File: config.mk
export PLATFORM = sky130hd
export DESIGN_NAME = char_lcd_number_formatter
export DESIGN_NICKNAME = d
export VERILOG_FILES = /design/src/cln_pkg.sv /design/src/cln_front.sv /design/src/cln_queue.sv /design/src/cln_back.sv /design/src/char_lcd_number_formatter.sv
export SDC_FILE = /design/constraint.sdc
export NUM_CORES = 1
export LEC_CHECK = 0
export ABC_AREA = 1
export BUFFER_PORTS_ARGS = -buffer_cell sky130_fd_sc_hd__buf_2
export CAP_MARGIN = 20
export CELL_PAD_IN_SITES_DETAIL_PLACEMENT = 0
export CELL_PAD_IN_SITES_GLOBAL_PLACEMENT = 1
export CORE_AREA = 2 2 163 149
export CTS_CLUSTER_SIZE = 8
export DETAILED_ROUTE_END_ITERATION = 6
export DIE_AREA = 0 0 165 151
export PLACE_DENSITY = 0.69
export SLEW_MARGIN = 25
export SYNTH_ARGS = -nofsm -noshare
export SYNTH_HDL_FRONTEND = slang
export SYNTH_SLANG_ARGS = --single-unit
File: constraint.sdc
create_clock -name clk_i -period 5.8 [get_ports clk_i]
set_input_delay 0.29 -clock clk_i [delete_from_list [all_inputs] [get_ports clk_i]]
set_output_delay 0.29 -clock clk_i [all_outputs]
set_load 0.05 [all_outputs]
File: src/cln_pkg.sv
// ----------------------------------------------------------------------------
// cln_pkg: shared types and constants of the lcd number formatter
// request codes, lcd bus constants, job header and sequencer state types
// ----------------------------------------------------------------------------
`default_nettype none

package cln_pkg;

  // default and upper bound of the digit store
  localparam int unsigned DefaultMaxDigits = 16;
  localparam int unsigned SrcDigits        = 16;
  localparam int unsigned BcdDigits        = 5;

  // request codes
  localparam logic [2:0] ActUnsigned = 3'd0;
  localparam logic [2:0] ActSigned   = 3'd1;
  localparam logic [2:0] ActHex      = 3'd2;
  localparam logic [2:0] ActBinary   = 3'd3;
  localparam logic [2:0] ActChar     = 3'd4;

  localparam logic [1:0] FirstLine   = 2'd1;

  // lcd bus constants
  localparam logic [7:0] CmdSetAddr  = 8'h80;
  localparam logic [7:0] Line2Offset = 8'h40;
  localparam logic [7:0] AsciiZero   = 8'h30;
  localparam logic [7:0] AsciiUpperA = 8'h41;
  localparam logic [7:0] AsciiPlus   = 8'h2B;
  localparam logic [7:0] AsciiMinus  = 8'h2D;

  typedef struct packed {
    logic [7:0] addr_cmd;
    logic       has_prefix;
    logic [7:0] prefix_byte;
  } job_hdr_t;

  typedef enum logic [1:0] {
    FR_IDLE,
    FR_CONV,
    FR_PUSH
  } fr_state_e;

  typedef enum logic [1:0] {
    BK_IDLE,
    BK_PREFIX,
    BK_DIGITS
  } bk_state_e;

  // one digit value to its ascii character
  function automatic logic [7:0] digit_to_ascii(input logic [3:0] d);
    logic [7:0] c;
    if (d < 4'd10) begin
      c = AsciiZero + {4'b0, d};
    end else begin
      c = AsciiUpperA + {4'b0, d} - 8'd10;
    end
    return c;
  endfunction

endpackage

`default_nettype wire

File: src/cln_front.sv
// ----------------------------------------------------------------------------
// cln_front: request intake and digit preparation
// decodes a request, builds the address command and prefix, converts decimal
// values to bcd one bit per cycle and hands a finished job to the queue
// ----------------------------------------------------------------------------
`default_nettype none

module cln_front #(
  parameter int unsigned MAX_DIGITS = cln_pkg::DefaultMaxDigits,
  localparam int unsigned CntW = $clog2(MAX_DIGITS + 1)
) (
  input  wire logic                    clk_i,
  input  wire logic                    rst_ni,
  input  wire logic                    in_valid_i,
  output logic                         in_ready_o,
  input  wire logic [2:0]              action_i,
  input  wire logic [1:0]              line_i,
  input  wire logic [5:0]              column_i,
  input  wire logic [15:0]             number_i,
  input  wire logic [4:0]              digit_count_i,
  input  wire logic [7:0]              char_code_i,
  output logic                         job_valid_o,
  input  wire logic                    job_ready_i,
  output cln_pkg::job_hdr_t            job_hdr_o,
  output logic [CntW-1:0]              job_cnt_o,
  output logic [4*MAX_DIGITS-1:0]      job_digits_o
);

  localparam int unsigned SrcW = 4 * cln_pkg::SrcDigits;
  localparam int unsigned BcdW = 4 * cln_pkg::BcdDigits;

  cln_pkg::fr_state_e state_q, state_d;
  cln_pkg::job_hdr_t  hdr_q, hdr_d;
  logic [CntW-1:0]    cnt_q, cnt_d;
  logic [15:0]        mag_q, mag_d;
  logic [BcdW-1:0]    bcd_q, bcd_d;
  logic [3:0]         bit_q, bit_d;
  logic               is_dec_q, is_dec_d;
  logic               is_bin_q, is_bin_d;

  logic               accept;
  logic [7:0]         addr_base;
  logic [7:0]         addr_sel;
  logic [BcdW-1:0]    bcd_adj;
  logic [SrcW-1:0]    src_digits;

  assign in_ready_o = (state_q == cln_pkg::FR_IDLE);
  assign accept     = in_valid_i && in_ready_o;

  // add-three correction before each shift
  always_comb begin
    for (int k = 0; k < int'(cln_pkg::BcdDigits); k++) begin
      if (bcd_q[4*k +: 4] >= 4'd5) begin
        bcd_adj[4*k +: 4] = bcd_q[4*k +: 4] + 4'd3;
      end else begin
        bcd_adj[4*k +: 4] = bcd_q[4*k +: 4];
      end
    end
  end

  always_comb begin
    addr_base = {2'b00, column_i} + 8'hFF;
    if (line_i == cln_pkg::FirstLine) begin
      addr_sel = addr_base;
    end else begin
      addr_sel = addr_base + cln_pkg::Line2Offset;
    end
  end

  always_comb begin
    state_d     = state_q;
    hdr_d       = hdr_q;
    cnt_d       = cnt_q;
    mag_d       = mag_q;
    bcd_d       = bcd_q;
    bit_d       = bit_q;
    is_dec_d    = is_dec_q;
    is_bin_d    = is_bin_q;
    job_valid_o = 1'b0;
    case (state_q)
      cln_pkg::FR_IDLE: begin
        if (accept) begin
          hdr_d.addr_cmd    = cln_pkg::CmdSetAddr | addr_sel;
          hdr_d.has_prefix  = (action_i == cln_pkg::ActSigned) ||
                              (action_i == cln_pkg::ActChar);
          hdr_d.prefix_byte = char_code_i;
          mag_d             = number_i;
          if (action_i == cln_pkg::ActSigned) begin
            if (number_i[15]) begin
              hdr_d.prefix_byte = cln_pkg::AsciiMinus;
              mag_d             = 16'(-number_i);
            end else begin
              hdr_d.prefix_byte = cln_pkg::AsciiPlus;
            end
          end
          if (action_i <= cln_pkg::ActBinary) begin
            if (digit_count_i > 5'(MAX_DIGITS)) begin
              cnt_d = CntW'(MAX_DIGITS);
            end else begin
              cnt_d = CntW'(digit_count_i);
            end
          end else begin
            cnt_d = '0;
          end
          is_dec_d = (action_i == cln_pkg::ActUnsigned) ||
                     (action_i == cln_pkg::ActSigned);
          is_bin_d = (action_i == cln_pkg::ActBinary);
          bcd_d    = '0;
          bit_d    = '0;
          if (is_dec_d) begin
            state_d = cln_pkg::FR_CONV;
          end else begin
            state_d = cln_pkg::FR_PUSH;
          end
        end
      end
      cln_pkg::FR_CONV: begin
        bcd_d = {bcd_adj[BcdW-2:0], mag_q[15]};
        mag_d = {mag_q[14:0], 1'b0};
        bit_d = bit_q + 4'd1;
        if (bit_q == 4'hF) begin
          state_d = cln_pkg::FR_PUSH;
        end
      end
      cln_pkg::FR_PUSH: begin
        job_valid_o = 1'b1;
        if (job_ready_i) begin
          state_d = cln_pkg::FR_IDLE;
        end
      end
      default: begin
        state_d = cln_pkg::FR_IDLE;
      end
    endcase
  end

  // digit store, least significant digit in the low nibble
  always_comb begin
    if (is_dec_q) begin
      src_digits = {{(SrcW - BcdW){1'b0}}, bcd_q};
    end else if (is_bin_q) begin
      for (int j = 0; j < int'(cln_pkg::SrcDigits); j++) begin
        src_digits[4*j +: 4] = {3'b000, mag_q[j]};
      end
    end else begin
      src_digits = {{(SrcW - 16){1'b0}}, mag_q};
    end
  end

  assign job_hdr_o    = hdr_q;
  assign job_cnt_o    = cnt_q;
  assign job_digits_o = src_digits[4*MAX_DIGITS-1:0];

  always_ff @(posedge clk_i or negedge rst_ni) begin
    if (!rst_ni) begin
      state_q <= cln_pkg::FR_IDLE;
    end else begin
      state_q <= state_d;
    end
  end

  always_ff @(posedge clk_i) begin
    hdr_q    <= hdr_d;
    cnt_q    <= cnt_d;
    mag_q    <= mag_d;
    bcd_q    <= bcd_d;
    bit_q    <= bit_d;
    is_dec_q <= is_dec_d;
    is_bin_q <= is_bin_d;
  end

endmodule

`default_nettype wire

File: src/cln_queue.sv
// ----------------------------------------------------------------------------
// cln_queue: two-entry job queue
// decouples request intake from the bus write sequencer
// ----------------------------------------------------------------------------
`default_nettype none

module cln_queue #(
  parameter int unsigned WIDTH = 8
) (
  input  wire logic             clk_i,
  input  wire logic             rst_ni,
  input  wire logic             in_valid_i,
  output logic                  in_ready_o,
  input  wire logic [WIDTH-1:0] in_data_i,
  output logic                  out_valid_o,
  input  wire logic             out_ready_i,
  output logic [WIDTH-1:0]      out_data_o
);

  logic [WIDTH-1:0] mem_q [2];
  logic             wr_ptr_q;
  logic             rd_ptr_q;
  logic [1:0]       fill_q;
  logic             push;
  logic             pop;

  assign in_ready_o  = (fill_q != 2'd2);
  assign out_valid_o = (fill_q != 2'd0);
  assign out_data_o  = mem_q[rd_ptr_q];
  assign push        = in_valid_i && in_ready_o;
  assign pop         = out_valid_o && out_ready_i;

  always_ff @(posedge clk_i) begin
    if (push) begin
      mem_q[wr_ptr_q] <= in_data_i;
    end
  end

  always_ff @(posedge clk_i or negedge rst_ni) begin
    if (!rst_ni) begin
      wr_ptr_q <= 1'b0;
      rd_ptr_q <= 1'b0;
      fill_q   <= 2'd0;
    end else begin
      if (push) begin
        wr_ptr_q <= ~wr_ptr_q;
      end
      if (pop) begin
        rd_ptr_q <= ~rd_ptr_q;
      end
      if (push && !pop) begin
        fill_q <= fill_q + 2'd1;
      end else if (pop && !push) begin
        fill_q <= fill_q - 2'd1;
      end
    end
  end

endmodule

`default_nettype wire

File: src/cln_back.sv
// ----------------------------------------------------------------------------
// cln_back: bus write sequencer
// emits the address command, the optional prefix byte and the digits of a
// job, one word per cycle while the receiver is ready, through an output register
// ----------------------------------------------------------------------------
`default_nettype none

module cln_back #(
  parameter int unsigned MAX_DIGITS = cln_pkg::DefaultMaxDigits,
  localparam int unsigned CntW = $clog2(MAX_DIGITS + 1),
  localparam int unsigned IdxW = (MAX_DIGITS > 1) ? $clog2(MAX_DIGITS) : 1
) (
  input  wire logic                    clk_i,
  input  wire logic                    rst_ni,
  input  wire logic                    job_valid_i,
  output logic                         job_ready_o,
  input  wire cln_pkg::job_hdr_t       job_hdr_i,
  input  wire logic [CntW-1:0]         job_cnt_i,
  input  wire logic [4*MAX_DIGITS-1:0] job_digits_i,
  output logic                         out_valid_o,
  input  wire logic                    out_ready_i,
  output logic                         is_data_o,
  output logic [7:0]                   bus_byte_o,
  output logic                         last_o
);

  cln_pkg::bk_state_e state_q, state_d;
  cln_pkg::job_hdr_t  hdr_q, hdr_d;
  logic [CntW-1:0]    cnt_q, cnt_d;
  logic [3:0]         digits_q [MAX_DIGITS];
  logic               load_job;

  logic               out_valid_q, out_valid_d;
  logic               out_is_data_q, out_is_data_d;
  logic [7:0]         out_byte_q, out_byte_d;
  logic               out_last_q, out_last_d;

  logic               adv;
  logic [CntW-1:0]    cnt_m1;
  logic [IdxW-1:0]    idx;

  assign adv    = !out_valid_q || out_ready_i;
  assign cnt_m1 = cnt_q - CntW'(1);
  assign idx    = cnt_m1[IdxW-1:0];

  always_comb begin
    state_d       = state_q;
    hdr_d         = hdr_q;
    cnt_d         = cnt_q;
    load_job      = 1'b0;
    job_ready_o   = 1'b0;
    out_valid_d   = out_valid_q && !out_ready_i;
    out_is_data_d = out_is_data_q;
    out_byte_d    = out_byte_q;
    out_last_d    = out_last_q;
    case (state_q)
      cln_pkg::BK_IDLE: begin
        job_ready_o = adv;
        if (job_valid_i && adv) begin
          load_job      = 1'b1;
          hdr_d         = job_hdr_i;
          cnt_d         = job_cnt_i;
          out_valid_d   = 1'b1;
          out_is_data_d = 1'b0;
          out_byte_d    = job_hdr_i.addr_cmd;
          out_last_d    = !job_hdr_i.has_prefix && (job_cnt_i == '0);
          if (job_hdr_i.has_prefix) begin
            state_d = cln_pkg::BK_PREFIX;
          end else if (job_cnt_i != '0) begin
            state_d = cln_pkg::BK_DIGITS;
          end
        end
      end
      cln_pkg::BK_PREFIX: begin
        if (adv) begin
          out_valid_d   = 1'b1;
          out_is_data_d = 1'b1;
          out_byte_d    = hdr_q.prefix_byte;
          out_last_d    = (cnt_q == '0);
          if (cnt_q == '0) begin
            state_d = cln_pkg::BK_IDLE;
          end else begin
            state_d = cln_pkg::BK_DIGITS;
          end
        end
      end
      cln_pkg::BK_DIGITS: begin
        if (adv) begin
          out_valid_d   = 1'b1;
          out_is_data_d = 1'b1;
          out_byte_d    = cln_pkg::digit_to_ascii(digits_q[idx]);
          out_last_d    = (cnt_q == CntW'(1));
          cnt_d         = cnt_m1;
          if (cnt_q == CntW'(1)) begin
            state_d = cln_pkg::BK_IDLE;
          end
        end
      end
      default: begin
        state_d = cln_pkg::BK_IDLE;
      end
    endcase
  end

  assign out_valid_o = out_valid_q;
  assign is_data_o   = out_is_data_q;
  assign bus_byte_o  = out_byte_q;
  assign last_o      = out_last_q;

  always_ff @(posedge clk_i or negedge rst_ni) begin
    if (!rst_ni) begin
      state_q     <= cln_pkg::BK_IDLE;
      out_valid_q <= 1'b0;
    end else begin
      state_q     <= state_d;
      out_valid_q <= out_valid_d;
    end
  end

  always_ff @(posedge clk_i) begin
    hdr_q         <= hdr_d;
    cnt_q         <= cnt_d;
    out_is_data_q <= out_is_data_d;
    out_byte_q    <= out_byte_d;
    out_last_q    <= out_last_d;
    if (load_job) begin
      for (int i = 0; i < int'(MAX_DIGITS); i++) begin
        digits_q[i] <= job_digits_i[4*i +: 4];
      end
    end
  end

  // digit phase never runs with nothing left to emit
  assert property (@(posedge clk_i) disable iff (!rst_ni)
    (state_q == cln_pkg::BK_DIGITS) |-> (cnt_q != '0))
    else $error("digit phase with zero digits left");

  // prefix phase only for jobs that carry a prefix
  assert property (@(posedge clk_i) disable iff (!rst_ni)
    (state_q == cln_pkg::BK_PREFIX) |-> hdr_q.has_prefix)
    else $error("prefix phase without prefix");

  // while a job is still running, the pending word is not its last
  assert property (@(posedge clk_i) disable iff (!rst_ni)
    ((state_q != cln_pkg::BK_IDLE) && out_valid_q) |-> !out_last_q)
    else $error("last flagged before job end");

  // a new job is taken only when the previous one has flagged its last word
  assert property (@(posedge clk_i) disable iff (!rst_ni)
    (load_job && out_valid_q) |-> out_last_q)
    else $error("job loaded before previous job ended");

endmodule

`default_nettype wire

File: src/char_lcd_number_formatter.sv
// ----------------------------------------------------------------------------
// char_lcd_number_formatter: lcd bus writes for one display request
// turns a request (character or number) into hd44780 style bus words
// ----------------------------------------------------------------------------
// usage:
//   input channel (in_valid_i / in_ready_o) takes one request word: action,
//   line, column, number, digit count and character code
//   output channel (out_valid_o / out_ready_i) gives one bus word per
//   handshake: is_data_o, bus_byte_o and last_o on the final word
//   each request gives a set-address command, then an optional prefix byte
//   (sign or character), then up to MAX_DIGITS digits, msd first
// timing:
//   decimal requests first pass through the front end bcd converter (one
//   bit per cycle), then every request is handed on from a push state into the
//   two-entry job queue between front end and sequencer
//   the front end takes no new request until its current job is in the queue
//   the sequencer emits one word per cycle while the receiver is ready, up to
//   18 words per request
// reset: drops all queued jobs and any pending output word
// stall: a stalled receiver holds the output register; the queue absorbs
//   up to two finished jobs and the front end holds one more before the
//   input stops accepting
// ----------------------------------------------------------------------------
`default_nettype none

module char_lcd_number_formatter #(
  parameter int unsigned MAX_DIGITS = cln_pkg::DefaultMaxDigits
) (
  input  wire logic        clk_i,
  input  wire logic        rst_ni,
  // request channel
  input  wire logic        in_valid_i,
  output logic             in_ready_o,
  input  wire logic [2:0]  action_i,
  input  wire logic [1:0]  line_i,
  input  wire logic [5:0]  column_i,
  input  wire logic [15:0] number_i,
  input  wire logic [4:0]  digit_count_i,
  input  wire logic [7:0]  char_code_i,
  // bus word channel
  output logic             out_valid_o,
  input  wire logic        out_ready_i,
  output logic             is_data_o,
  output logic [7:0]       bus_byte_o,
  output logic             last_o
);

  localparam int unsigned CntW  = $clog2(MAX_DIGITS + 1);
  localparam int unsigned DigW  = 4 * MAX_DIGITS;
  localparam int unsigned HdrW  = $bits(cln_pkg::job_hdr_t);
  localparam int unsigned JobW  = HdrW + CntW + DigW;

  // front end to queue
  logic                fr_valid;
  logic                fr_ready;
  cln_pkg::job_hdr_t   fr_hdr;
  logic [CntW-1:0]     fr_cnt;
  logic [DigW-1:0]     fr_digits;

  // queue to sequencer
  logic                bk_valid;
  logic                bk_ready;
  logic [JobW-1:0]     bk_job;
  cln_pkg::job_hdr_t   bk_hdr;
  logic [CntW-1:0]     bk_cnt;
  logic [DigW-1:0]     bk_digits;

  cln_front #(
    .MAX_DIGITS (MAX_DIGITS)
  ) u_front (
    .clk_i         (clk_i),
    .rst_ni        (rst_ni),
    .in_valid_i    (in_valid_i),
    .in_ready_o    (in_ready_o),
    .action_i      (action_i),
    .line_i        (line_i),
    .column_i      (column_i),
    .number_i      (number_i),
    .digit_count_i (digit_count_i),
    .char_code_i   (char_code_i),
    .job_valid_o   (fr_valid),
    .job_ready_i   (fr_ready),
    .job_hdr_o     (fr_hdr),
    .job_cnt_o     (fr_cnt),
    .job_digits_o  (fr_digits)
  );

  // job word: header, digit count, digit store
  cln_queue #(
    .WIDTH (JobW)
  ) u_queue (
    .clk_i       (clk_i),
    .rst_ni      (rst_ni),
    .in_valid_i  (fr_valid),
    .in_ready_o  (fr_ready),
    .in_data_i   ({fr_hdr, fr_cnt, fr_digits}),
    .out_valid_o (bk_valid),
    .out_ready_i (bk_ready),
    .out_data_o  (bk_job)
  );

  assign bk_hdr    = bk_job[JobW-1 -: HdrW];
  assign bk_cnt    = bk_job[DigW +: CntW];
  assign bk_digits = bk_job[DigW-1:0];

  cln_back #(
    .MAX_DIGITS (MAX_DIGITS)
  ) u_back (
    .clk_i        (clk_i),
    .rst_ni       (rst_ni),
    .job_valid_i  (bk_valid),
    .job_ready_o  (bk_ready),
    .job_hdr_i    (bk_hdr),
    .job_cnt_i    (bk_cnt),
    .job_digits_i (bk_digits),
    .out_valid_o  (out_valid_o),
    .out_ready_i  (out_ready_i),
    .is_data_o    (is_data_o),
    .bus_byte_o   (bus_byte_o),
    .last_o       (last_o)
  );

endmodule

`default_nettype wire

* Word level (Yosys, flattened, before mapping) *
Memories as Yosys holds them, arrays and structs flattened.
Index checks and enable logic that the tools add are counted.

operators by class
  $add $sub $neg = 15
  multiply operators = 0
  divide/modulo/power cells = 0
  $lt $le $gt $ge = 8
  eq/ne operators = 20
  shifts and indexed selects = 0
  muxes and demuxes = 60
  bitwise gates (word level) = 3
  reduce and logical (&&, ||, !) cells = 38

operators with widths
  kind                   count
  $mux W61               2
  $mux W16               3
  $mux W8                5
  $pmux W20 S2           1
  $pmux W16 S2           1
  $mux W2                13
  $pmux W8 S3            1
  $ge A4 B3 Y1 const B   5
  $mux W20               1
  $mux W4                5
  $add A4 B2 Y4 const B  4
  $neg A16 Y16           1
  $mux W1                15
  $mux W5                3
  $ne A2 B1 Y1 const B   7
  $pmux W2 S3            2
  $logic_not A5 Y1       2
  $pmux W5 S2            1
  $reduce_bool A2 Y1     5
  $reduce_and A3 Y1      3
  $add A7 B4 Y8 const A  1
  $logic_and A1 B1 Y1    8
  $pmux W4 S2            1
  $sub A8 B4 Y8 const B  1
  35 further kinds       53

word-level totals
  register bits after elaboration = 95
  latch bits = 0
  bits in writable memories = 228
  ROM bits = 0
  bits of input ports = 44
  memories = 2

memory list
  name             depth  bits a word  rd ports  clocked after Yosys merged registers in  write ports  line             source
  u_queue.mem_q    2      82           1         0                                        1            cln_queue.sv:20  logic [WIDTH-1:0] mem_q [2];
  u_back.digits_q  16     4            1         0                                        16           cln_back.sv:30   logic [3:0] digits_q [MAX_DIGITS];

* Depth between registers and ports, before layout *
Gate-level depths: netlist of the first run.

  depth after elaboration = 7
  gate-level depth with buffers = 21
  depth with buffers taken out = 19

* Hierarchy *
From an unflattened synthesis of the first run, not the netlist that was laid out.

unflattened totals
  cells, all modules = 1342
  area total of the unflattened synthesis = 14640.3 sq um

modules (own cells, without submodules)
  module     instances  cells an instance  area each (sq um)
  cln_queue  1          478                6481.2
  cln_back   1          390                4127.7
  cln_front  1          474                4031.4

* Worst setup path after synthesis of the first run *
Ideal clock, no wire load.

  path type = flip-flop to flip-flop
  from = register u_back.out_valid_q, in the netlist u_back.out_valid_o
  to = register u_queue.fill_q[1]
  setup time = 0.131 ns
  arrival = 3.410 ns
  required time = 5.669 ns
  setup slack = 2.259 ns
  cell stages (with the launch flop) = 9
  buffers on the path = 0
  clock period less this slack = 3.541 ns
  cells stage by stage = dfrtp_1 -> nand2_1 -> nand2_1 -> nor2_1 -> inv_1 -> ha_1 -> a21oi_1 -> o21ai_0 -> xor2_1

between the ends
  longest elaborated chain between the ends = 7
  elaborated cells between the ends (all ways) = 9
  classes of those cells = mux: 2; reduce/logical: 7

ends and longest elaborated chain
  item                                                  line             source
  start, declared                                       cln_back.sv:33   logic out_valid_q, out_valid_d;
  start signal, assigned                                cln_back.sv:116  out_valid_q <= out_valid_d;
  $logic_not A1 Y1 *                                    cln_back.sv:42   assign adv = !out_valid_q || out_ready_i;
  $logic_or A1 B1 Y1 *                                  cln_back.sv:42
  $mux W1 *                                             cln_back.sv:56   case (state_q)
  $logic_and A1 B1 Y1 *                                 cln_queue.sv:31  assign pop = out_valid_o && out_ready_i;
  $logic_not A1 Y1                                      cln_queue.sv:51  if (push && !pop) begin
  $logic_and A1 B1 Y1                                   cln_queue.sv:51
  $mux W2 / $reduce_bool A2 Y1 (equally long branches)  -
  end signal, assigned                                  cln_queue.sv:52  fill_q <= fill_q + 2'd1;
  end signal, assigned                                  cln_queue.sv:54  fill_q <= fill_q - 2'd1;
  end, declared                                         cln_queue.sv:23  logic [1:0] fill_q;

Every way passes the cells marked *; elsewhere a longest branch is shown, timed or not.
A chain may end at the register's enable or synchronous reset.

* Worst setup path in the final report of the first run *
  from = register u_back.cnt_q[0]
  to = register u_back.out_byte_q[2], in the netlist u_back.bus_byte_o[2], data pin

between the ends
  longest elaborated chain between the ends = 7
  elaborated cells between the ends (all ways) = 9
  classes of those cells = add/sub: 4; order compare: 1; mux: 3; memory: 1

ends and longest elaborated chain
  item                      line             source
  start, declared           cln_back.sv:29   logic [CntW-1:0] cnt_q, cnt_d;
  start signal, assigned    cln_back.sv:122  cnt_q <= cnt_d;
  $sub A5 B1 Y5 *           cln_back.sv:43   assign cnt_m1 = cnt_q - CntW'(1);
  $mem_v2 Z16 W4 *          -
  $add A7 B4 Y8             cln_pkg.sv:55    c = AsciiUpperA + {4'b0, d} - 8'd10;
  $sub A8 B4 Y8             cln_pkg.sv:55
  $mux W8 *                 cln_pkg.sv:52    if (d < 4'd10) begin
  $mux W8 *                 cln_back.sv:88   if (adv) begin
  $pmux W8 S3 *             cln_back.sv:56
  via u_back.out_byte_d[2]  cln_back.sv:35   logic [7:0] out_byte_q, out_byte_d;
  end signal, assigned      cln_back.sv:124  out_byte_q <= out_byte_d;
  end, declared             cln_back.sv:35

Mark *: on every way through the listed nets, which the timed path passes. The rest lies on a longest branch. The select of a mux whose other input is x is not followed.

==> results.yml, run 1 <==
run_status:
  status: "finished clean"
sta:
  max_slew_margin_pct: 34.6
  finalHoldViolations: 0
  post-route-min-period_ns: 2.96
  tightestPinTransition_ns: 0.979
  finClkSkew_ns: 0.0265
  rsz0062_at_grt: "no"
  layout_setup_ws_ns: 2.84
  setup_viol: 0
  fin_tns_setup_ns: 0
  maxSlewViolCount: 0
  period_share_pct: 51.0
  fmax_mhz: 338
routing:
  via_per_inst: 4.89
  drt_iter0_markers: 531
  drc: 0
  avgRoutedWirePerCell_um: 15.9
  wl_um: 21500
  dr.pass1.iters: 5
  ant_nets: 0
  vias: 6603
clocking:
  cts.sinks: 230
  clk_pin_slew_ns: 0.05
  cts_setup_buffers: 0
  cts_made_buffers: 34
  htreeDepth: 2
  worstSkewPairLatency_ns: 0.50
  cts_tree: "yes"
  cts_root_buf: "clkbuf_16"
  hold_buffers: 1
  cts-resized-gates: 0
  clockBufferDepth: 3
worst_setup_path:
  arrival_ns: 3.21
  cp-end-kind: "flip-flop"
  regToRegSetupSlack_ns: 2.84
  worstSetupPathType: "flip-flop to flip-flop"
  cp_max_fo: 19
  cp_data_required_time_ns: 6.05
  start_kind: "flip-flop"
grt:
  antenna_found_initial: 0
  grt-ovfl-total: 0
  grt_pass1_vias: 6455
  grt_util_all_layers_pct: 18.0
  grt_pass1_wl_um: 34400
  grt_max_degree: 54
synth:
  synth_top_family_by_area: "simple AND/OR/NAND/NOR gates"
  async_flop_share_pct: 3.91
  synth_ff_type: "edfxtp_1"
  synth-adder-area-share_pct: 2.67
  syn_area_per_cell_um2: 10.8
  synth_edf_count: 221
  yosysWarnings: 0
  synthDistinctLibCells: 42
  synthCells: 958
  syn_area_mm2: 0.0103
  synth_mux_area_share_pct: 0
  ys_seq_area_share_pct: 66.5
  synth_xor_area_share_pct: 2.04
  synth-seq-cells: 230
  synth_compound_area_share_pct: 6.34
  synthSimpleGateAreaFrac_pct: 16.9
  syn_nets: 1024
layout:
  fill_cells: 2076
  drive_gt1_share_pct: 12.6
  seq_area_mm2: 0.00686
  syn_to_final_growth_pct: 15.2
  final_util_pct: 51.4
  design.final.nets: 1098
  multi_input_area_mm2: 0.00292
  antenna_cells: 0
die:
  dieArea_mm2: 0.0249
  fp-row-count: 53
  die_y_um: 151
  pin_count: 56
  die_x_um: 165
  coreArea_mm2: 0.0231
  initial_core_util_pct: 44.6
pwr:
  pwr_density_cell_mw_per_mm2: 589
  power_mw: 7.01
  irDropWorstVdd_v: 0.000414
  leakage_nw: 4.90
placement:
  port_buffers: 55
  place_congestion: 0.801
  pre_cts_ws_ns: 2.81
  dp_hpwl_um: 14500
run:
  max_cap_violations: 0
worst_hold_path:
  hold_path_class: "primary input to flip-flop"
-- registers in the layout (all words and copies together) (netlist names), 2 cells and up --
name / cells
u_back.bus_byte_o: 8
u_back.cnt_q: 5
u_back.digits_q: 31
u_back.hdr_q: 8
u_back.state_q: 2
u_front.bcd_q: 20
u_front.bit_q: 4
u_front.job_cnt_o: 5
u_front.job_hdr_o: 16
u_front.mag_q: 16
u_front.state_q: 2
u_queue.fill_q: 2
u_queue.mem_q: 104
-- critical path: stages, from the launching register on --
cell	delay (ns)
edfxtp_1	0.78
inv_8	0.12
ha_1	0.52
inv_1	0.19
nand3_1	0.13
nand3_1	0.07
nand3_1	0.09
nand2_1	0.10
inv_1	0.09
ha_1	0.17
nand3_1	0.08
nand2_1	0.07
nand3_1	0.06
nand3_1	0.07
nand2_1	0.06
nand2_1	0.05
nand2_1	0.05
-- power by group --
group          internal [mW]  switching, mW
Combinational          0.629           1.69
Sequential              2.69          0.265
Clock                   1.07          0.665
Total                   4.39           2.62
-- cells in the final DEF, fill, tap and decap left out, drive strengths merged --
cell type,instances
xnor2,6
o21bai,1
o211ai,3
a22oi,4
edfxtp,221
o22ai,13
dfrtp,9
or2,7
buf,64
nand3,38
a21oi,24
dlygate4sd3,1
o31ai,2
nor2,93
clkbuf,48
xor2,18
o21ai,69
nand2,266
ha,22
a21boi,1
clkinv,4
nor4,2
nand3b,1
a31oi,1
nand4,2
nor3,10
inv,116
a211oi,2
-- synth_stat cells, drive strengths merged (2+ instances only) --
cell type	n	share of area, %
o21ai	69	3.4
xor2	18	1.5
nand4	2	0.12
a21oi	24	1.2
inv	114	4.2
nor3	10	0.59
nand3	38	1.9
or2	7	0.42
edfxtp	221	64
nor2	93	3.6
a211oi	2	0.15
nor4	2	0.18
a22oi	4	0.29
ha	22	2.7
dfrtp	9	2.2
xnor2	6	0.51
clkinv	2	0.073
buf	10	0.73
clkbuf	17	0.62
o211ai	3	0.22
o31ai	2	0.15
nand2	266	10
o22ai	13	0.79
-- through the flow --
stage | hold WS (ns) | instances | instance area [um2]
finish | 0.0456 | 1350 | 11900
global route | 0.0384 | 1350 | 11900
CTS | 0.0231 | 1350 | 11900
detailed placement | 0.186 | 1297 | 10900
global placement | 0.189 | 1297 | 10900
floorplan | -0.00559 | 958 | 10300
-- area by class of cell --
cell class                      instances  area share [%]
Sequential cell                       230            57.7
Clock buffer                           48            7.60
Tap cell                              302            3.18
Multi-Input combinational cell        585            24.5
Inverter                              116            3.72
Clock inverter                          4           0.316
Timing Repair Buffer                   65            2.97
-- metal layers --
layer  GRT usage, %  share of wire (%)  up-vias
met5              0                  0        -
li1               -                  -     3356
met4           5.61                1.8        0
met2           27.4                 44      151
met3           2.90                4.5       29
met1           26.6                 49     3067
-- path summary, 6_finish.rpt --
| check | from | cells past startpoint | to |
|---|---|---|---|
| max | u_back.cnt_q[0] | 16 | u_back.bus_byte_o[2] |
| max reg2reg | u_back.cnt_q[0] | 16 | u_back.bus_byte_o[2] |
| min | char_code_i[5] | 2 | u_front.job_hdr_o[5] |
| max in group asynchronous | rst_ni | 2 | u_front.state_q[1] |
| min reg2reg | u_front.job_hdr_o[12] | 0 | u_queue.mem_q[1][78] |
| min in group asynchronous | rst_ni | 2 | u_front.state_q[0] |
-- kinds of logic (layout without fill, tap and decap cells) --
logic type,after synthesis,in the layout
simple gates,419,419
flops,230,230
buf+inv,143,233
compound gates,120,120
xor+xnor,24,24
fa+ha+maj,22,22
Power figures use the tool's default switching activity.
==> inputs of run 2 (changes only) <==
--- a/config.mk
+++ b/config.mk
@@ -10,11 +10,11 @@
 export CAP_MARGIN = 20
 export CELL_PAD_IN_SITES_DETAIL_PLACEMENT = 0
 export CELL_PAD_IN_SITES_GLOBAL_PLACEMENT = 1
-export CORE_AREA = 2 2 163 149
+export CORE_AREA = 2 2 165 151
 export CTS_CLUSTER_SIZE = 8
 export DETAILED_ROUTE_END_ITERATION = 6
-export DIE_AREA = 0 0 165 151
-export PLACE_DENSITY = 0.69
+export DIE_AREA = 0 0 167 153
+export PLACE_DENSITY = 0.71
 export SLEW_MARGIN = 25
 export SYNTH_ARGS = -nofsm -noshare
 export SYNTH_HDL_FRONTEND = slang
==> constraint.sdc (replaced) <==
create_clock -name clk_i -period 2.7 [get_ports clk_i]
set_input_delay 0.135 -clock clk_i [delete_from_list [all_inputs] [get_ports clk_i]]
set_output_delay 0.135 -clock clk_i [all_outputs]
set_load 0.05 [all_outputs]
==> run 2 against run 1 <==
Net effect: count of clock-buffer cells in the layout up 1; sequential cell count unchanged; cell area up 3.1%; global-route usage down 0.74 points; die area up 2.6%; maximum frequency up 23%; clock skew down 0.0067 ns; via count up 1.0%; critical endpoint unchanged; largest cell class unchanged.
==> results.yml, run 2 (synthesis gave the netlist of run 1 again) <==
run_status:
  status: "finished clean"
sta:
  maxSlewViolCount: 0
  whs_ns: 0.0233
  fmax_mhz: 417
  max_slew_margin_pct: 63.8
  fin_tns_setup_ns: 0
  period_share_pct: 88.8
  tightestPinTransition_ns: 0.542
  post-route-min-period_ns: 2.40
  rsz0062_at_grt: "no"
  finalHoldViolations: 0
  finClkSkew_ns: 0.0198
  setup_viol: 0
  layout_setup_ws_ns: 0.302
pwr:
  leakage_nw: 5.06
  net-switching-power_mw: 5.67
  irDropWorstVdd_v: 0.000600
  seq_power_share_pct: 41.5
  pwr_density_cell_mw_per_mm2: 1250
  intPower_mw: 9.62
  p_comb_share_pct: 34.0
  sw_frac_of_total_pct: 37.1
  clockPowerShare_pct: 24.5
layout:
  drive_gt1_share_pct: 13.0
  final_cell_mix: "257 x nand2_1, 221 x edfxtp_1, 111 x inv_1"
  multi_input_area_mm2: 0.00292
  antenna_cells: 0
  design.final.nets: 1131
  design_area_mm2: 0.0123
  largest_reg_flops: 104
  syn_to_final_growth_pct: 18.7
  reg.largest.list: "u_queue.mem_q: 104 flops, u_back.digits_q: 31 flops, u_front.bcd_q: 20 flops"
  fill_cells: 2121
  final_util_pct: 51.4
  final_common_cell: "nand2_1"
  seq_area_mm2: 0.00686
  largest-register: "u_queue.mem_q"
clocking:
  cts.sinks: 230
  cts_root_buf: "clkbuf_16"
  cts-resized-gates: 0
  cts_made_buffers: 34
  clockBufferDepth: 3
  worstSkewPairLatency_ns: 0.49
  clk_pin_slew_ns: 0.05
  htreeDepth: 2
  cts_tree: "yes"
grt:
  grt_max_degree: 53
  grt_util_all_layers_pct: 17.3
  grt_pass1_vias: 6435
  grt_pass1_wl_um: 34800
  grt-ovfl-total: 0
  antenna_found_initial: 0
worst_setup_path:
  crit-reg2reg-capture: "u_back.bus_byte_o[2]"
  critPathLaunch: "u_back.cnt_q[0]"
  reg2regPathDepth: 17
  r2r_start: "u_back.cnt_q[0]"
  start_kind: "flip-flop"
  cp_data_required_time_ns: 2.95
  worstSetupPathType: "flip-flop to flip-flop"
  cp_max_fo: 18
  arrival_ns: 2.64
  critPathCapture: "u_back.bus_byte_o[2]"
  regToRegSetupSlack_ns: 0.30
  cp-end-kind: "flip-flop"
die:
  die_x_um: 167
  die_y_um: 153
  coreArea_mm2: 0.0239
  fp-row-count: 54
  initial_core_util_pct: 43.3
  dieArea_mm2: 0.0256
  pin_count: 56
placement:
  port_buffers: 55
  placed_area_mm2: 0.0111
  pre_cts_ws_ns: 0.302
  dp_hpwl_um: 14400
  place_congestion: 0.853
routing:
  drc: 0
  wl_um: 21400
  ant_nets: 0
  drt_iter0_markers: 474
  dr.pass1.iters: 5
  via_per_inst: 4.80
  vias: 6672
  avgRoutedWirePerCell_um: 15.4
run:
  max_cap_violations: 0
worst_hold_path:
  hold_path_class: "primary input to flip-flop"
==> run 2: cell count changes in the layout (fill, tap and decap cells not counted) <==
cell	delta
dlygate4sd3_1	+25
buf_12	+4
buf_4	+4
clkbuf_1	+1
clkinv_1	-1
==> run 2: power groups by stage <==
| stage | clock, mW | sequential, mW | combinational (mW) |
|---|---|---|---|
| final | 3.75 | 6.34 | 5.19 |
| after global routing | 3.99 | 6.47 | 5.94 |
| after CTS | 3.85 | 6.34 | 5.26 |
| after detailed placement | 0 | 6.41 | 5.21 |
| after global placement | 0 | 6.39 | 5.13 |
| after floorplan | 0 | 6.50 | 3.46 |
==> run 2: worst max-delay path, cell delays in order (launching register included) <==
cell and delay, ns:
edfxtp_1 0.48, inv_8 0.15, ha_1 0.28, inv_1 0.19, nand3_1 0.10, nand3_1 0.08, nand3_1 0.07, nand2_1 0.10
inv_1 0.06, ha_1 0.21, inv_1 0.06, nand2_1 0.04, nand2_1 0.05, nand3_1 0.06, nand3_1 0.07, nand2_1 0.05
nand2_1 0.05, nand2_1 0.05
==> run 2: layout make-up <==
type | instances | area share [%]
Multi-Input combinational cell | 585 | 23.8
Clock buffer | 49 | 7.40
Inverter | 116 | 3.61
Sequential cell | 230 | 56.0
Clock inverter | 3 | 0.276
Timing Repair Buffer | 98 | 5.82
Tap cell | 308 | 3.14
==> run 2: worst min-delay path by stage <==
| stage | start | end | slack, ns | cells after the start |
|---|---|---|---|---|
| after CTS | number_i[14] | u_front.mag_q[14] | 0.004 | 3 |
| after floorplan | rst_ni | u_back.out_valid_o | -0.16 | 0 |
| final | number_i[14] | u_front.mag_q[14] | 0.02 | 3 |
| after global routing | action_i[2] | u_front.job_cnt_o[4] | 0.03 | 2 |
| after global placement | rst_ni | u_back.state_q[1] | 0.04 | 1 |
| after detailed placement | rst_ni | u_back.state_q[1] | 0.04 | 1 |
==> run 2: routing by layer <==
| metal | track usage [%] | part of all wire, % | vias to the layer above |
|---|---|---|---|
| met5 | 0 | 0 | - |
| met4 | 5.71 | 2.2 | 0 |
| met2 | 26.6 | 45 | 141 |
| met3 | 2.80 | 3.4 | 30 |
| li1 | - | - | 3427 |
| met1 | 25.1 | 49 | 3074 |
==> run 2: through the flow <==
| step | std cells | total power [mW] |
|---|---|---|
| floorplan | 958 | 9.96 |
| global placement | 1310 | 11.5 |
| detailed placement | 1311 | 11.6 |
| CTS | 1389 | 15.4 |
| global route | 1389 | 16.4 |
| finish | 1389 | 15.3 |
==> run 2: timing repair <==
item,in CTS,in global routing
hold buffers,26,0
buffers inserted,0,0
hold endpoints to repair,33,0
==> inputs of run 3 (changes only) <==
--- a/config.mk
+++ b/config.mk
@@ -15,6 +15,7 @@
 export DETAILED_ROUTE_END_ITERATION = 6
 export DIE_AREA = 0 0 167 153
 export PLACE_DENSITY = 0.71
+export REMOVE_ABC_BUFFERS = 1
 export SLEW_MARGIN = 25
 export SYNTH_ARGS = -nofsm -noshare
 export SYNTH_HDL_FRONTEND = slang
==> run 3 against run 2 <==
Net effect: non-clock buffer count fell by 4; sequential share of layout area rose by 0.10 points; wire length fell by 0.65%; register-to-register slack barely moved; count of clock-buffer cells in the layout rose by 1; critical path depth did not move; first-iteration DRC count rose by 7.4%; maximum frequency rose by 0.41%; critical endpoint unchanged; sequential power barely moved; power rose by 0.13%; global-route usage fell by 0.21 points; combinational power fell by 1%.
==> results.yml, run 3 (synthesis gave the netlist of run 1 again) <==
run_status:
  status: "finished clean"
worst_setup_path:
  start_kind: "flip-flop"
  arrival_ns: 2.63
  reg2regPathDepth: 17
  r2r_start: "u_back.cnt_q[0]"
  cp-end-kind: "flip-flop"
  crit-reg2reg-capture: "u_back.bus_byte_o[2]"
  cp_data_required_time_ns: 2.94
  worstSetupPathType: "flip-flop to flip-flop"
  cp_max_fo: 18
  regToRegSetupSlack_ns: 0.31
routing:
  m1WireLength_um: 10300
  via_per_inst: 4.83
  avgRoutedWirePerCell_um: 15.4
  dr.pass1.iters: 6
  ant_nets: 0
  drt_iter0_markers: 509
  topRoutingLayerUsed: "met4"
  drc: 0
  vias: 6690
  route.met2.wl_um: 9540
  dr_wl_met3_um: 966
  wl_um: 21300
die:
  die_y_um: 153
  dieArea_mm2: 0.0256
  initial_core_util_pct: 43.3
  die_x_um: 167
  fp-row-count: 54
  coreArea_mm2: 0.0239
  pin_count: 56
grt:
  grt_util_all_layers_pct: 17.1
  grt_max_degree: 53
  grt_pass1_vias: 6691
  antenna_found_initial: 0
  grt-ovfl-total: 0
  grt_pass1_wl_um: 34500
worst_hold_path:
  hold_path_end: "u_front.job_hdr_o[1]"
  hold_path_class: "primary input to flip-flop"
  holdPathStages: 3
  min-delay-start: "char_code_i[1]"
placement:
  port_buffers: 55
  dp_hpwl_um: 14200
  place_congestion: 0.871
run:
  max_cap_violations: 0
layout:
  largest-register: "u_queue.mem_q"
  drive_gt1_share_pct: 13.1
  design.final.nets: 1127
  largest_reg_flops: 104
  reg.largest.list: "u_queue.mem_q: 104 flops, u_back.digits_q: 31 flops, u_front.bcd_q: 20 flops"
  final_cell_mix: "257 x nand2_1, 221 x edfxtp_1, 110 x inv_1"
  final_common_cell: "nand2_1"
  final_util_pct: 51.3
  syn_to_final_growth_pct: 18.5
  antenna_cells: 0
sta:
  max_slew_margin_pct: 64.0
  rsz0062_at_grt: "no"
  tightestPinTransition_ns: 0.540
  whs_ns: 0.0178
  period_share_pct: 88.5
  finalHoldViolations: 0
  finClkSkew_ns: 0.0168
  maxSlewViolCount: 0
  fmax_mhz: 419
  post-route-min-period_ns: 2.39
  setup_viol: 0
pwr:
  power_mw: 15.3
  leakage_nw: 5.05
  pwr_density_cell_mw_per_mm2: 1250
  irDropWorstVdd_v: 0.000631
clocking:
  htreeDepth: 2
  cts_made_buffers: 34
  cts.sinks: 230
  worstSkewPairLatency_ns: 0.49
  clk_pin_slew_ns: 0.05
  clockBufferDepth: 3
  cts_tree: "yes"
  cts_root_buf: "clkbuf_16"
==> run 3: worst max-delay path by stage <==
stage | start | endpoint | slack (ns) | cells past startpoint
3_3_place_gp | u_back.cnt_q[0] | u_back.bus_byte_o[2] | 0.23 | 17
4_1_cts | u_back.cnt_q[0] | u_back.bus_byte_o[2] | 0.17 | 16
5_1_grt | u_back.cnt_q[0] | u_back.bus_byte_o[2] | 0.06 | 16
2_1_floorplan | u_back.out_valid_o | u_queue.fill_q[1] | -0.84 | 8
3_5_place_dp | u_back.cnt_q[0] | u_back.bus_byte_o[2] | 0.17 | 16
6_report | u_back.cnt_q[0] | u_back.bus_byte_o[2] | 0.31 | 17
==> run 3: metal layers <==
| layer | GRT usage [%] | vias up |
|---|---|---|
| li1 | - | 3409 |
| met3 | 3.03 | 37 |
| met1 | 24.6 | 3108 |
| met5 | 0 | - |
| met2 | 26.3 | 136 |
| met4 | 5.99 | 0 |
==> run 3: through the flow <==
step	std cells	instance area [um2]	setup TNS (ns)	setup slack (ns)
after floorplan	931	10200	-81.01	-0.841
after global placement	1310	11000	0	0.234
after detailed placement	1310	11000	0	0.171
after CTS	1384	12200	0	0.174
after global routing	1384	12200	0	0.0580
final	1384	12200	0	0.312
==> run 3: cell type report <==
class                   instances  area (um2)
clock buffers                  50         975
clock inverters                 1        3.75
fillers                      2172       11600
inverters                     116         443
multi-input cells             585        2920
flip-flops and latches        230        6860
well taps                     308         385
repair buffers                 94         651
==> run 3: critical path: stages (launching register included) <==
cell	delay, ns
edfxtp_1	0.47
inv_8	0.15
ha_2	0.36
inv_2	0.13
nand3_1	0.09
nand3_1	0.07
nand3_1	0.07
nand2_1	0.10
inv_1	0.06
ha_1	0.20
inv_1	0.06
nand2_1	0.05
nand2_1	0.05
nand3_1	0.06
nand3_1	0.07
nand2_1	0.05
nand2_1	0.05
nand2_1	0.05
==> run 3: repair_timing <==
action	in CTS	in global routing
hold endpoints to repair	31	0
hold buffers	23	0
setup endpoints to repair	0	2
setup buffers	0	0
gates resized for setup	0	2
==> run 3: power breakdown <==
part	switching, mW	internal, mW	total (mW)	leakage (nW)
registers	0.562	5.78	6.34	2.20
clock network	1.38	2.45	3.83	0.473
logic	3.66	1.47	5.13	2.37
total	5.60	9.70	15.3	5.05
